==> src/sv/tpd_pkg.sv <==
// Shared types, codes and the bytewise CRC-32 update for the transport packet decoder.
package tpd_pkg;

	// Result kinds
	localparam logic KIND_PAYLOAD = 1'b0;
	localparam logic KIND_REPORT  = 1'b1;

	// Report status codes
	localparam logic [1:0] ST_OK       = 2'd0;
	localparam logic [1:0] ST_CRC_ERR  = 2'd1;
	localparam logic [1:0] ST_INCONS   = 2'd2;
	localparam logic [1:0] ST_LEN_ERR  = 2'd3;

	// Packet type that may carry the truncated bit
	localparam logic [1:0] TYPE_DATA = 2'd1;

	localparam logic [14:0] MAX_PAYLOAD_RST = 15'd512;
	localparam logic [31:0] CRC_INIT        = 32'hFFFF_FFFF;
	localparam logic [31:0] CRC_POLY        = 32'hEDB8_8320;

	// One result transaction
	typedef struct packed {
		logic        out_kind;
		logic [7:0]  payload_byte;
		logic [1:0]  pkt_type;
		logic        truncated;
		logic [4:0]  window;
		logic [14:0] payload_length;
		logic [7:0]  seq_num;
		logic [31:0] timestamp;
		logic [1:0]  status;
	} result_t;

	// Output buffer occupancy seen by the input side
	typedef struct packed {
		logic main_valid;
		logic skid_valid;
	} buf_status_t;

	// Reflected CRC-32, one byte
	function automatic logic [31:0] crc32_byte(input logic [31:0] crc, input logic [7:0] b);
		logic [31:0] c;
		c = crc ^ {24'h000000, b};
		for (int i = 0; i < 8; i++) begin
			c = (c >> 1) ^ (CRC_POLY & {32{c[0]}});
		end
		return c;
	endfunction

endpackage

==> src/sv/transport_packet_decoder.sv <==
// Top level of the transport packet decoder: input register, parser, result buffer.
//
//  channel  | handshake             | payload
//  ---------+-----------------------+--------------------------------------------
//  input    | in_valid / in_ready   | in_byte, frame_end
//  result   | out_valid / out_ready | out_kind, payload_byte, header fields, status
//  config   | cfg_wr_en             | cfg_wr_data (max_payload)
//
// One byte is taken per cycle into the input register while in_ready is high;
// the combinational CRC and parse step forms its result for the result buffer.
// Reset clears the frame state and sets max_payload to 512; no clearing pass.
// A stalled result sits in the output register; one more result fits in the skid
// entry, and in_ready drops only while both hold results and the input register is full.
module transport_packet_decoder (
	input  logic        clk,
	input  logic        arst_n,
	input  logic        in_valid,
	output logic        in_ready,
	input  logic [7:0]  in_byte,
	input  logic        frame_end,
	output logic        out_valid,
	input  logic        out_ready,
	output logic        out_kind,
	output logic [7:0]  payload_byte,
	output logic [1:0]  pkt_type,
	output logic        truncated,
	output logic [4:0]  window,
	output logic [14:0] payload_length,
	output logic [7:0]  seq_num,
	output logic [31:0] timestamp,
	output logic [1:0]  status,
	input  logic        cfg_wr_en,
	input  logic [14:0] cfg_wr_data
);

	logic                 s1_valid_q;
	logic [7:0]           in_byte_s1;
	logic                 frame_end_s1;
	logic [14:0]          max_payload_q;
	logic                 consume;
	logic                 res_valid;
	tpd_pkg::result_t     res;
	tpd_pkg::result_t     out_res;
	tpd_pkg::buf_status_t buf_st;
	logic                 in_accept;

	// Configuration register
	always_ff @(posedge clk or negedge arst_n) begin
		if (!arst_n) begin
			max_payload_q <= tpd_pkg::MAX_PAYLOAD_RST;
		end else if (cfg_wr_en) begin
			max_payload_q <= cfg_wr_data;
		end
	end

	// Input register advances when the buffer can take one more result
	assign consume   = s1_valid_q && !buf_st.skid_valid;
	assign in_ready  = !s1_valid_q || consume;
	assign in_accept = in_valid && in_ready;

	always_ff @(posedge clk or negedge arst_n) begin
		if (!arst_n) begin
			s1_valid_q <= 1'b0;
		end else if (in_accept) begin
			s1_valid_q <= 1'b1;
		end else if (consume) begin
			s1_valid_q <= 1'b0;
		end
	end

	always_ff @(posedge clk) begin
		if (in_accept) begin
			in_byte_s1   <= in_byte;
			frame_end_s1 <= frame_end;
		end
	end

	tpd_parser u_parser (
		.clk         (clk),
		.arst_n      (arst_n),
		.en          (consume),
		.in_byte     (in_byte_s1),
		.frame_end   (frame_end_s1),
		.max_payload (max_payload_q),
		.res_valid   (res_valid),
		.res         (res)
	);

	tpd_out_buf u_out_buf (
		.clk       (clk),
		.arst_n    (arst_n),
		.push      (res_valid),
		.push_data (res),
		.out_valid (out_valid),
		.out_ready (out_ready),
		.out_data  (out_res),
		.status    (buf_st)
	);

	assign out_kind       = out_res.out_kind;
	assign payload_byte   = out_res.payload_byte;
	assign pkt_type       = out_res.pkt_type;
	assign truncated      = out_res.truncated;
	assign window         = out_res.window;
	assign payload_length = out_res.payload_length;
	assign seq_num        = out_res.seq_num;
	assign timestamp      = out_res.timestamp;
	assign status         = out_res.status;

	// Checks
	a_skid_behind_main: assert property (@(posedge clk) disable iff (!arst_n)
		buf_st.skid_valid |-> (out_valid && buf_st.main_valid))
		else $error("skid entry holds a result while the output register is empty");

	a_stall_only_full: assert property (@(posedge clk) disable iff (!arst_n)
		!in_ready |-> (s1_valid_q && buf_st.skid_valid))
		else $error("input stalled while the result buffer has room");

	a_result_needs_byte: assert property (@(posedge clk) disable iff (!arst_n)
		res_valid |-> consume)
		else $error("parser produced a result without a byte");

	a_stalled_push_skid: assert property (@(posedge clk) disable iff (!arst_n)
		(out_valid && !out_ready && res_valid) |=> buf_st.skid_valid)
		else $error("result pushed under stall was not held in the skid entry");

endmodule

==> src/sv/tpd_parser.sv <==
// Header/payload parser: frame state, CRC checks and result formation for one byte.
module tpd_parser (
	input  logic                 clk,
	input  logic                 arst_n,
	input  logic                 en,
	input  logic [7:0]           in_byte,
	input  logic                 frame_end,
	input  logic [14:0]          max_payload,
	output logic                 res_valid,
	output tpd_pkg::result_t     res
);

	localparam logic [3:0] PH_HDR  = 4'd0;
	localparam logic [3:0] PH_LEN0 = 4'd1;
	localparam logic [3:0] PH_LEN1 = 4'd2;
	localparam logic [3:0] PH_SEQ  = 4'd3;
	localparam logic [3:0] PH_TS   = 4'd4;
	localparam logic [3:0] PH_HCRC = 4'd5;
	localparam logic [3:0] PH_PAY  = 4'd6;
	localparam logic [3:0] PH_PCRC = 4'd7;
	localparam logic [3:0] PH_DONE = 4'd8;

	logic [3:0]  phase_q, nxt_phase;
	logic [14:0] cnt_q, nxt_cnt;
	logic [31:0] crc_q, nxt_crc;
	logic [1:0]  type_q, nxt_type;
	logic        trunc_q, nxt_trunc;
	logic [4:0]  win_q, nxt_win;
	logic [14:0] len_q, nxt_len;
	logic [7:0]  seq_q, nxt_seq;
	logic [31:0] ts_q, nxt_ts;
	logic [31:0] rcrc_q, nxt_rcrc;
	logic        fail_q, nxt_fail;

	logic [15:0] cnt_inc;
	logic [31:0] crc_upd;
	logic [31:0] rcrc_shift;
	logic        pay_out;
	logic [1:0]  st;

	assign cnt_inc    = {1'b0, cnt_q} + 16'd1;
	assign crc_upd    = tpd_pkg::crc32_byte(crc_q, in_byte);
	assign rcrc_shift = {rcrc_q[23:0], in_byte};

	// Next-state logic for one byte
	always_comb begin
		nxt_phase = phase_q;
		nxt_cnt   = cnt_q;
		nxt_crc   = crc_q;
		nxt_type  = type_q;
		nxt_trunc = trunc_q;
		nxt_win   = win_q;
		nxt_len   = len_q;
		nxt_seq   = seq_q;
		nxt_ts    = ts_q;
		nxt_rcrc  = rcrc_q;
		nxt_fail  = fail_q;
		pay_out   = 1'b0;
		unique case (phase_q)
			PH_HDR: begin
				nxt_type  = in_byte[7:6];
				nxt_trunc = (in_byte[7:6] == tpd_pkg::TYPE_DATA) ? in_byte[5] : 1'b0;
				nxt_win   = in_byte[4:0];
				nxt_crc   = crc_upd;
				nxt_phase = PH_LEN0;
			end
			PH_LEN0: begin
				nxt_crc = crc_upd;
				if (in_byte[7]) begin
					nxt_len   = {in_byte[6:0], 8'h00};
					nxt_phase = PH_LEN1;
				end else begin
					nxt_len   = {8'h00, in_byte[6:0]};
					nxt_phase = PH_SEQ;
				end
			end
			PH_LEN1: begin
				nxt_crc   = crc_upd;
				nxt_len   = len_q | {7'h00, in_byte};
				nxt_phase = PH_SEQ;
			end
			PH_SEQ: begin
				nxt_crc   = crc_upd;
				nxt_seq   = in_byte;
				nxt_cnt   = '0;
				nxt_phase = PH_TS;
			end
			PH_TS: begin
				nxt_crc = crc_upd;
				// first timestamp byte lands in the low lane
				nxt_ts  = ts_q | ({24'h000000, in_byte} << {cnt_q[1:0], 3'b000});
				if (cnt_inc >= 16'd4) begin
					nxt_cnt   = '0;
					nxt_rcrc  = '0;
					nxt_phase = PH_HCRC;
				end else begin
					nxt_cnt = cnt_inc[14:0];
				end
			end
			PH_HCRC: begin
				nxt_rcrc = rcrc_shift;
				if (cnt_inc >= 16'd4) begin
					if (!trunc_q && (~crc_q != rcrc_shift)) begin
						nxt_fail = 1'b1;
					end
					nxt_crc   = tpd_pkg::CRC_INIT;
					nxt_cnt   = '0;
					nxt_rcrc  = '0;
					nxt_phase = (len_q != 15'd0) ? PH_PAY : PH_DONE;
				end else begin
					nxt_cnt = cnt_inc[14:0];
				end
			end
			PH_PAY: begin
				nxt_crc = crc_upd;
				pay_out = 1'b1;
				if (cnt_inc >= {1'b0, len_q}) begin
					nxt_cnt   = '0;
					nxt_rcrc  = '0;
					nxt_phase = PH_PCRC;
				end else begin
					nxt_cnt = cnt_inc[14:0];
				end
			end
			PH_PCRC: begin
				nxt_rcrc = rcrc_shift;
				if (cnt_inc >= 16'd4) begin
					if (~crc_q != rcrc_shift) begin
						nxt_fail = 1'b1;
					end
					nxt_cnt   = '0;
					nxt_phase = PH_DONE;
				end else begin
					nxt_cnt = cnt_inc[14:0];
				end
			end
			PH_DONE: begin
				// trailing bytes before frame end are dropped
			end
			default: begin
			end
		endcase
	end

	// Report status priority: early end, then CRC, then length limit
	always_comb begin
		if (nxt_phase != PH_DONE) begin
			st = tpd_pkg::ST_INCONS;
		end else if (nxt_fail) begin
			st = tpd_pkg::ST_CRC_ERR;
		end else if (nxt_len > max_payload) begin
			st = tpd_pkg::ST_LEN_ERR;
		end else begin
			st = tpd_pkg::ST_OK;
		end
	end

	// Result: report wins over a payload byte on frame end
	always_comb begin
		res = '0;
		if (frame_end) begin
			res.out_kind       = tpd_pkg::KIND_REPORT;
			res.pkt_type       = nxt_type;
			res.truncated      = nxt_trunc;
			res.window         = nxt_win;
			res.payload_length = nxt_len;
			res.seq_num        = nxt_seq;
			res.timestamp      = nxt_ts;
			res.status         = st;
		end else begin
			res.out_kind     = tpd_pkg::KIND_PAYLOAD;
			res.payload_byte = in_byte;
		end
	end

	assign res_valid = en && (pay_out || frame_end);

	// Frame state; cleared after every report
	always_ff @(posedge clk or negedge arst_n) begin
		if (!arst_n) begin
			phase_q <= PH_HDR;
			cnt_q   <= '0;
			crc_q   <= tpd_pkg::CRC_INIT;
			type_q  <= '0;
			trunc_q <= 1'b0;
			win_q   <= '0;
			len_q   <= '0;
			seq_q   <= '0;
			ts_q    <= '0;
			rcrc_q  <= '0;
			fail_q  <= 1'b0;
		end else if (en) begin
			if (frame_end) begin
				phase_q <= PH_HDR;
				cnt_q   <= '0;
				crc_q   <= tpd_pkg::CRC_INIT;
				type_q  <= '0;
				trunc_q <= 1'b0;
				win_q   <= '0;
				len_q   <= '0;
				seq_q   <= '0;
				ts_q    <= '0;
				rcrc_q  <= '0;
				fail_q  <= 1'b0;
			end else begin
				phase_q <= nxt_phase;
				cnt_q   <= nxt_cnt;
				crc_q   <= nxt_crc;
				type_q  <= nxt_type;
				trunc_q <= nxt_trunc;
				win_q   <= nxt_win;
				len_q   <= nxt_len;
				seq_q   <= nxt_seq;
				ts_q    <= nxt_ts;
				rcrc_q  <= nxt_rcrc;
				fail_q  <= nxt_fail;
			end
		end
	end

endmodule

==> src/sv/tpd_out_buf.sv <==
// Two-entry result buffer: output register plus skid entry.
module tpd_out_buf (
	input  logic                  clk,
	input  logic                  arst_n,
	input  logic                  push,
	input  tpd_pkg::result_t      push_data,
	output logic                  out_valid,
	input  logic                  out_ready,
	output tpd_pkg::result_t      out_data,
	output tpd_pkg::buf_status_t  status
);

	logic             main_valid_q;
	logic             skid_valid_q;
	tpd_pkg::result_t main_q;
	tpd_pkg::result_t skid_q;
	logic             pop;

	assign pop = main_valid_q && out_ready;

	// Occupancy
	always_ff @(posedge clk or negedge arst_n) begin
		if (!arst_n) begin
			main_valid_q <= 1'b0;
			skid_valid_q <= 1'b0;
		end else begin
			if (!main_valid_q) begin
				main_valid_q <= push;
			end else if (pop) begin
				if (skid_valid_q) begin
					skid_valid_q <= push;
				end else begin
					main_valid_q <= push;
				end
			end else if (push) begin
				skid_valid_q <= 1'b1;
			end
		end
	end

	// Data
	always_ff @(posedge clk) begin
		if (!main_valid_q) begin
			if (push) begin
				main_q <= push_data;
			end
		end else if (pop) begin
			if (skid_valid_q) begin
				main_q <= skid_q;
				if (push) begin
					skid_q <= push_data;
				end
			end else if (push) begin
				main_q <= push_data;
			end
		end else if (push) begin
			skid_q <= push_data;
		end
	end

	assign out_valid         = main_valid_q;
	assign out_data          = main_q;
	assign status.main_valid = main_valid_q;
	assign status.skid_valid = skid_valid_q;

endmodule
==> config.mk <==
export PLATFORM = sky130hd
export DESIGN_NAME = transport_packet_decoder
export DESIGN_NICKNAME = d
export VERILOG_FILES = /design/src/sv/tpd_pkg.sv /design/src/sv/transport_packet_decoder.sv /design/src/sv/tpd_parser.sv /design/src/sv/tpd_out_buf.sv
export SDC_FILE = /design/constraint.sdc
export NUM_CORES = 1
export LEC_CHECK = 0
export BUFFER_PORTS_ARGS = -buffer_cell sky130_fd_sc_hd__buf_2
export CAP_MARGIN = 15
export CORE_ASPECT_RATIO = 0.7
export CORE_UTILIZATION = 48
export CTS_CLUSTER_DIAMETER = 50
export DETAILED_ROUTE_END_ITERATION = 10
export GPL_ROUTABILITY_DRIVEN = 0
export PLACE_DENSITY = 0.68
export SETUP_SLACK_MARGIN = 0.2
export SLEW_MARGIN = 40
export SYNTH_ARGS = -nofsm -noshare
export SYNTH_HDL_FRONTEND = slang
export SYNTH_SLANG_ARGS = --single-unit
==> constraint.sdc <==
create_clock -name clk -period 5.55 [get_ports clk]
set_input_delay 0.8325 -clock clk [delete_from_list [all_inputs] [get_ports clk]]
set_output_delay 0.8325 -clock clk [all_outputs]
set_load 0.01 [all_outputs]
==> results of run 1 <==
## metrics by stage
| stage | power, W | cell area, um2 | util, % |
|---|---|---|---|
| 3_5_place_dp | 0.00772 | 16900 | 51.9 |
| 2_1_floorplan | 0.00651 | 15900 | - |
| 4_1_cts | 0.00970 | 17800 | 54.7 |
| 5_1_grt | 0.0103 | 17800 | 54.9 |
| 6_report | 0.00971 | 17800 | 54.9 |
| 3_3_place_gp | 0.00760 | 16800 | 51.6 |
## path summary, 6_finish.rpt
check                               startpoint                    end  slack, ns  depth (start not counted)
setup reg to reg           u_parser.phase_q[1]  u_out_buf.out_data[0]       1.31                         14
min in group clk                    in_byte[2]          in_byte_s1[2]       0.44                          1
setup / recovery           u_parser.phase_q[1]  u_out_buf.out_data[0]       1.31                         14
max in group asynchronous               arst_n       max_payload_q[9]       4.26                          3
hold reg to reg              u_parser.seq_q[4]      u_parser.seq_q[4]       0.48                          2
hold / removal                          arst_n       max_payload_q[4]       0.13                          1
## registers in the layout, summed over array words and instances, names as in the netlist, 8 cells and up
| signal | cells |
|---|---|
| in_byte_s1 | 8 |
| max_payload_q | 15 |
| u_out_buf.out_data | 74 |
| u_out_buf.skid_q | 74 |
| u_parser.cnt_q | 15 |
| u_parser.crc_q | 32 |
| u_parser.len_q | 15 |
| u_parser.rcrc_q | 24 |
| u_parser.seq_q | 8 |
| u_parser.ts_q | 32 |
## critical path, cell delays in order, from the launching register on
cell and delay (ns):
dfrtp_1 0.62, inv_1 0.18, nor2_1 0.49, a21oi_1 0.08
nor3_1 0.65, nand2_1 0.10, o21ai_0 0.23, ha_1 0.34
a2111oi_0 0.38, o21ai_0 0.15, a21oi_1 0.21, o21bai_1 0.10
a21oi_1 0.20, or3_1 0.14, a31oi_1 0.07
## logic make-up after synthesis
family / synth area share (%)
simple gates: 15.0
compound gates: 15.4
flops: 54.6
buf+inv: 4.57
xor+xnor: 6.62
fa+ha+maj: 2.59
mux: 1.21
## placed cells by master, fill, tap and decap left out, types with 58 or more instances in the layout
| cell type | Yosys | layout |
|---|---|---|
| a21oi_1 | 188 | 188 |
| buf_2 | 25 | 103 |
| dfrtp_1 | 124 | 124 |
| nor2b_1 | 59 | 58 |
| a31oi_1 | 83 | 82 |
| xnor2_1 | 58 | 58 |
| edfxtp_1 | 157 | 157 |
| inv_1 | 68 | 68 |
| nand2_1 | 104 | 102 |
| nor2_1 | 233 | 231 |
## report_power, final
group	total (W)	leakage [nW]	internal (W)	switching [W]
clock network	0.00196	0.438	0.00106	0.000903
registers	0.00379	3.59	0.00331	0.000482
logic	0.00395	3.10	0.00151	0.00244
## cell type report
class / count / area [um2] / share of cell area (%)
flip-flops and latches: 314 / 8680 / 48.7
multi-input cells: 1079 / 6610 / 37.1
clock buffers: 47 / 856 / 4.80
repair buffers: 134 / 823 / 4.62
well taps: 427 / 534 / 3.00
inverters: 68 / 255 / 1.43
clock inverters: 10 / 58.8 / 0.330
## layer usage
metal	up-vias	global-route usage, %	share of wire, %
li1	5633	-	-
met3	67	4.37	8.3
met5	-	0	0
met2	498	35.2	41
met1	5933	41.2	48
met4	0	6.04	2.5
==> run metrics, run 1 <==
number of global-route vias before repair approximately 11,000; cell with the most instances after synthesis nor2_1; Synth top area share a little under 30%; Layout fillers around 2,800; Die W 220 um; unrepaired setup endpoints after global routing false; Synth Instances 1,572; slew margin rel. 42.2%; failing checks design-rule violations; Lkg Pwr 7.13 nW; CP Capture Type flop; min Tclk post-route 4.24 ns; Synth Warn # 0; clk_lat worst skew ~0.57 ns; Min Hold Slack 0.131 ns; Max Transition Viols Final 0; f_max about 240 MHz; CTS root buffer clkbuf_16; Net count, final 1,690; effective utilization at floorplan 49.0%; post-synth top area cell edfxtp_1; Slew @ Worst Pin 0.863 ns; dpl cells around 2,000; DP HPWL approximately 28 mm; GRT Resource Usage Total between 20% and 30%; Clk pin slew, worst setup/hold paths 0.06 ns; pre-CTS WS 1.47 ns; final hold vios 0; Vias 12,131; die height approximately 150 um; I/O pins 105; initial antenna violation count 0; first-pass GRT wire length 67.4 mm; Antenna Nets Post-Route 0; Fin Clk Skew 0.00889 ns; DRC 2; clock buffer depth 3; H-tree Lvls 1; drt wl/cell 20.6 um; synth top area cells edfxtp_1, dfrtp_1, a21oi_1; vias per cell 5.84; post-synthesis sequential area ratio 54.6%; critical path required time 5.83 ns; # rows 55; Resized cells post-CTS 0; largest net degree at the start of global routing roughly 110; post-cts hold buffer count 0; outcome complete, but fails checks; clk sinks 314; die area about 34,000 um2; Congestion Overflow GR 0; Post-Synthesis Cell Area 15,900 um2; port bufs approximately 100; Initial DRC Count 1,361; final setup violation count 0; area growth from synthesis to layout 12.0%; fraction of layout cells with a size suffix above 1 15.4%; WL final between 40 and 50 mm; final worst-path cycle share 76.3%; Mapped Nets approximately 1,600; maxcap violations 0; synth cell count leaders nor2_1, a21oi_1, edfxtp_1, dfrtp_1, nand2_1; dominant synthesized flop cell edfxtp_1; crit start category flop; Pwr Density 545 nW/um2; CTS buffer count 31; Async S/R FF share, synth about 50%; first-pass detailed-route iteration total 11; Critical Path AT 4.52 ns; Yosys reg bits 314; Distinct cells, synth 75; setup TNS 0 ns; TritonCTS clock tree yes; # Post-CTS Setup Buffers 0; Worst Hold Class in -> async; Syn Area/Cell 10.1 um2; number of flops mapped to enable cells by yosys around 160; n_diodes 0; peak supply drop 0.280 mV; core area 32,500 um2; final worst slack between 1 and 1.5 ns; Crit Path Category reg -> reg; final cell count without fillers 2,079; CP max FO 12
Power figures use the tool's default switching activity.
==> run 2, diff against run 1 <==
- ABC_AREA: default -> 1
- clock period: 5.55 -> 3.78 ns (I/O delays scaled with it)
==> run 2 against run 1 <==
Effect of this change:
- the run now ends clean
- sequential share of layout area shrank 0.59 points
- largest cell class unchanged
- utilization grew 0.80 points
- area after synthesis down 0.37%
==> run metrics, run 2 <==
outcome complete, no violations; initial antenna violation count 0; port bufs 104; number of flops mapped to enable cells by yosys 157; Critical-path top delay cell dfrtp_1; vias per cell 5.58; TritonCTS clock tree yes; clk_lat worst skew 0.53 ns; Critical Path AT between 3 and 4 ns; post-synthesis sequential area ratio between 50% and 60%; effective utilization at floorplan between 40% and 50%; NetSw between 0.005 and 0.006 W; Synth Instances about 1,800; worst path cell trace inv_1, nor2_1, inv_1, nor2_4, buf_4, a21oi_2, o22ai_1, ha_1, nand2_1, o21ai_0, nor3b_1, o21ai_0, nand2_1, nand2_1, nand3b_1, nand2_1, inv_1, nand4_1, a21oi_1; n_diodes 0; drt wl/cell 18.3 um; max incr delay on CP 0.42 ns; dpl cells approximately 2,200; Clk pin slew, worst setup/hold paths 0.06 ns; Mapped Nets roughly 1,800; Vias about 13,000; peak supply drop 0.399 mV; Slew @ Worst Pin 0.761 ns; Worst Hold Class in -> async; I/O pins 105; clock buffer depth 3; CTS root buffer clkbuf_16; total internal power between 0.008 and 0.009 W; Switching Share 40.3%; final cell count without fillers 2,300; synth top area cells edfxtp_1, dfrtp_1, nand2_1; Max Transition Viols Final 0; clk sinks around 310; f_max between 200 and 300 MHz; Comb power frac slightly above 40%; Crit Path Category reg -> reg; CP max FO 8; commonest non-fill, non-tap cell in the layout nand2_1; area growth from synthesis to layout 13.8%; R2R Setup Slk around 0.42 ns; min Tclk post-route around 3.4 ns; r2r worst-path depth 19; Synth top area share 29.7%; Seq pwr share 36.7%; Top cell by count, worst path nand2_1; setup TNS 0 ns; R2R Path Start u_parser.phase_q[0]; Async S/R FF share, synth 50.0%; most frequent cells in the layout nand2_1, nor2_1, edfxtp_1; Post-Synthesis Cell Area 15,900 um2; CP Capture Type flop; post-cts hold buffer count 0; first-pass GRT wire length 65.8 mm; largest net degree at the start of global routing 87; cell with the most instances after synthesis nand2_1; first-pass detailed-route iteration total 6; die area 33,800 um2; die height 154 um; Syn Area/Cell 9.06 um2; Antenna Nets Post-Route 0; Die W ~220 um; Net count, final 1,907; fraction of layout cells with a size suffix above 1 15.1%; Pwr Density 823 nW/um2; part of the power in the clock network 22.1%; number of global-route vias before repair 11,938; core area 32,400 um2; WL final around 42 mm; Initial DRC Count about 1,400; GRT Resource Usage Total around a quarter; Distinct cells, synth 54; slew margin rel. about half; synth cell count leaders nand2_1, nor2_1, edfxtp_1, inv_1, dfrtp_1; DRC 0; Yosys reg bits 314; final setup violation count 0; CTS buffer count 36; critical path required time 4.17 ns; Synth Warn # 0; final worst-path cycle share 88.9%; reg2reg end u_out_buf.out_data[0]; Congestion Overflow GR 0; Pwr Total 0.0148 W; unrepaired setup endpoints after global routing false; Lkg Pwr approximately 8.0 nW; post-synth top area cell edfxtp_1; crit start category flop; final hold vios 0; maxcap violations 0; DP HPWL slightly below 30 mm; # rows 55; H-tree Lvls 2; Fin Clk Skew 0.0149 ns; dominant synthesized flop cell edfxtp_1
run 2: worst max-delay path: cells and delay by family (launching register included):
| family | cells | cell delay [ns] |
|---|---|---|
| AOI/OAI and AO/OA | 5 | 0.99 |
| and+or+nand+nor | 9 | 0.89 |
| buffers and inverters | 4 | 0.57 |
| DFF | 1 | 0.42 |
| adders and majority gates | 1 | 0.35 |
run 2: cell type report:
cell class / instances / area (um2)
timing repair buffer: 141 / 820
multi-input combinational: 1188 / 6290
sequential: 314 / 8690
timing repair inverter: 1 / 7.51
inverter: 163 / 618
clock buffer: 51 / 988
tap: 427 / 534
clock inverter: 15 / 101
fill: 2880 / 14400
run 2: layer usage:
| metal | part of all wire, % | track usage (%) | up-vias | wire, um |
|---|---|---|---|---|
| met5 | 0 | 0 | - | 0 |
| met1 | 48 | 37.8 | 6172 | 20100 |
| li1 | - | - | 6110 | - |
| met4 | 2.4 | 7.90 | 0 | 1000 |
| met2 | 42 | 35.4 | 502 | 17500 |
| met3 | 8.2 | 4.91 | 58 | 3460 |
run 2: cell families after synthesis:
group	Yosys count	share of synthesized area, %
mux	1	0.0710
simple gates	719	18.7
buf+inv	249	6.19
fa+ha+maj	33	2.60
compound gates	358	13.1
flops	314	54.8
xor+xnor	76	4.60
run 2: worst max path at each step:
stage                                       end  depth (start not counted)                 from
after floorplan             u_out_buf.skid_q[0]                          8  u_parser.phase_q[3]
after global placement      u_parser.rcrc_q[13]                         18    u_parser.cnt_q[0]
after detailed placement  u_out_buf.out_data[0]                         17  u_parser.phase_q[3]
after CTS                   u_parser.rcrc_q[13]                         16    u_parser.cnt_q[0]
after global routing      u_out_buf.out_data[0]                         19  u_parser.phase_q[3]
final                     u_out_buf.out_data[0]                         19  u_parser.phase_q[0]
run 2: power by group through the flow:
stage                     Sequential (W)  Clock (W)  Combinational [W]
final                            0.00545    0.00327            0.00612
after global routing             0.00554    0.00344            0.00675
after CTS                        0.00545    0.00331            0.00599
after detailed placement         0.00550          0            0.00595
after global placement           0.00548          0            0.00581
after floorplan                  0.00550          0            0.00411
run 2: repair_timing:
| action | in CTS | in global routing |
|---|---|---|
| gates resized for setup | 0 | 11 |
| setup endpoints to repair | 0 | 39 |
| buffers inserted | 0 | 3 |
run 2: stage by stage:
step	hold WS (ns)	worst slack [ns]	util (%)	cell area, um2
floorplan	0.271	0.695	-	15900
global placement	0.463	0.366	52.0	16900
detailed placement	0.469	0.263	52.0	16900
CTS	0.124	0.236	55.4	18000
global route	0.120	0.202	55.7	18000
finish	0.0699	0.420	55.7	18000
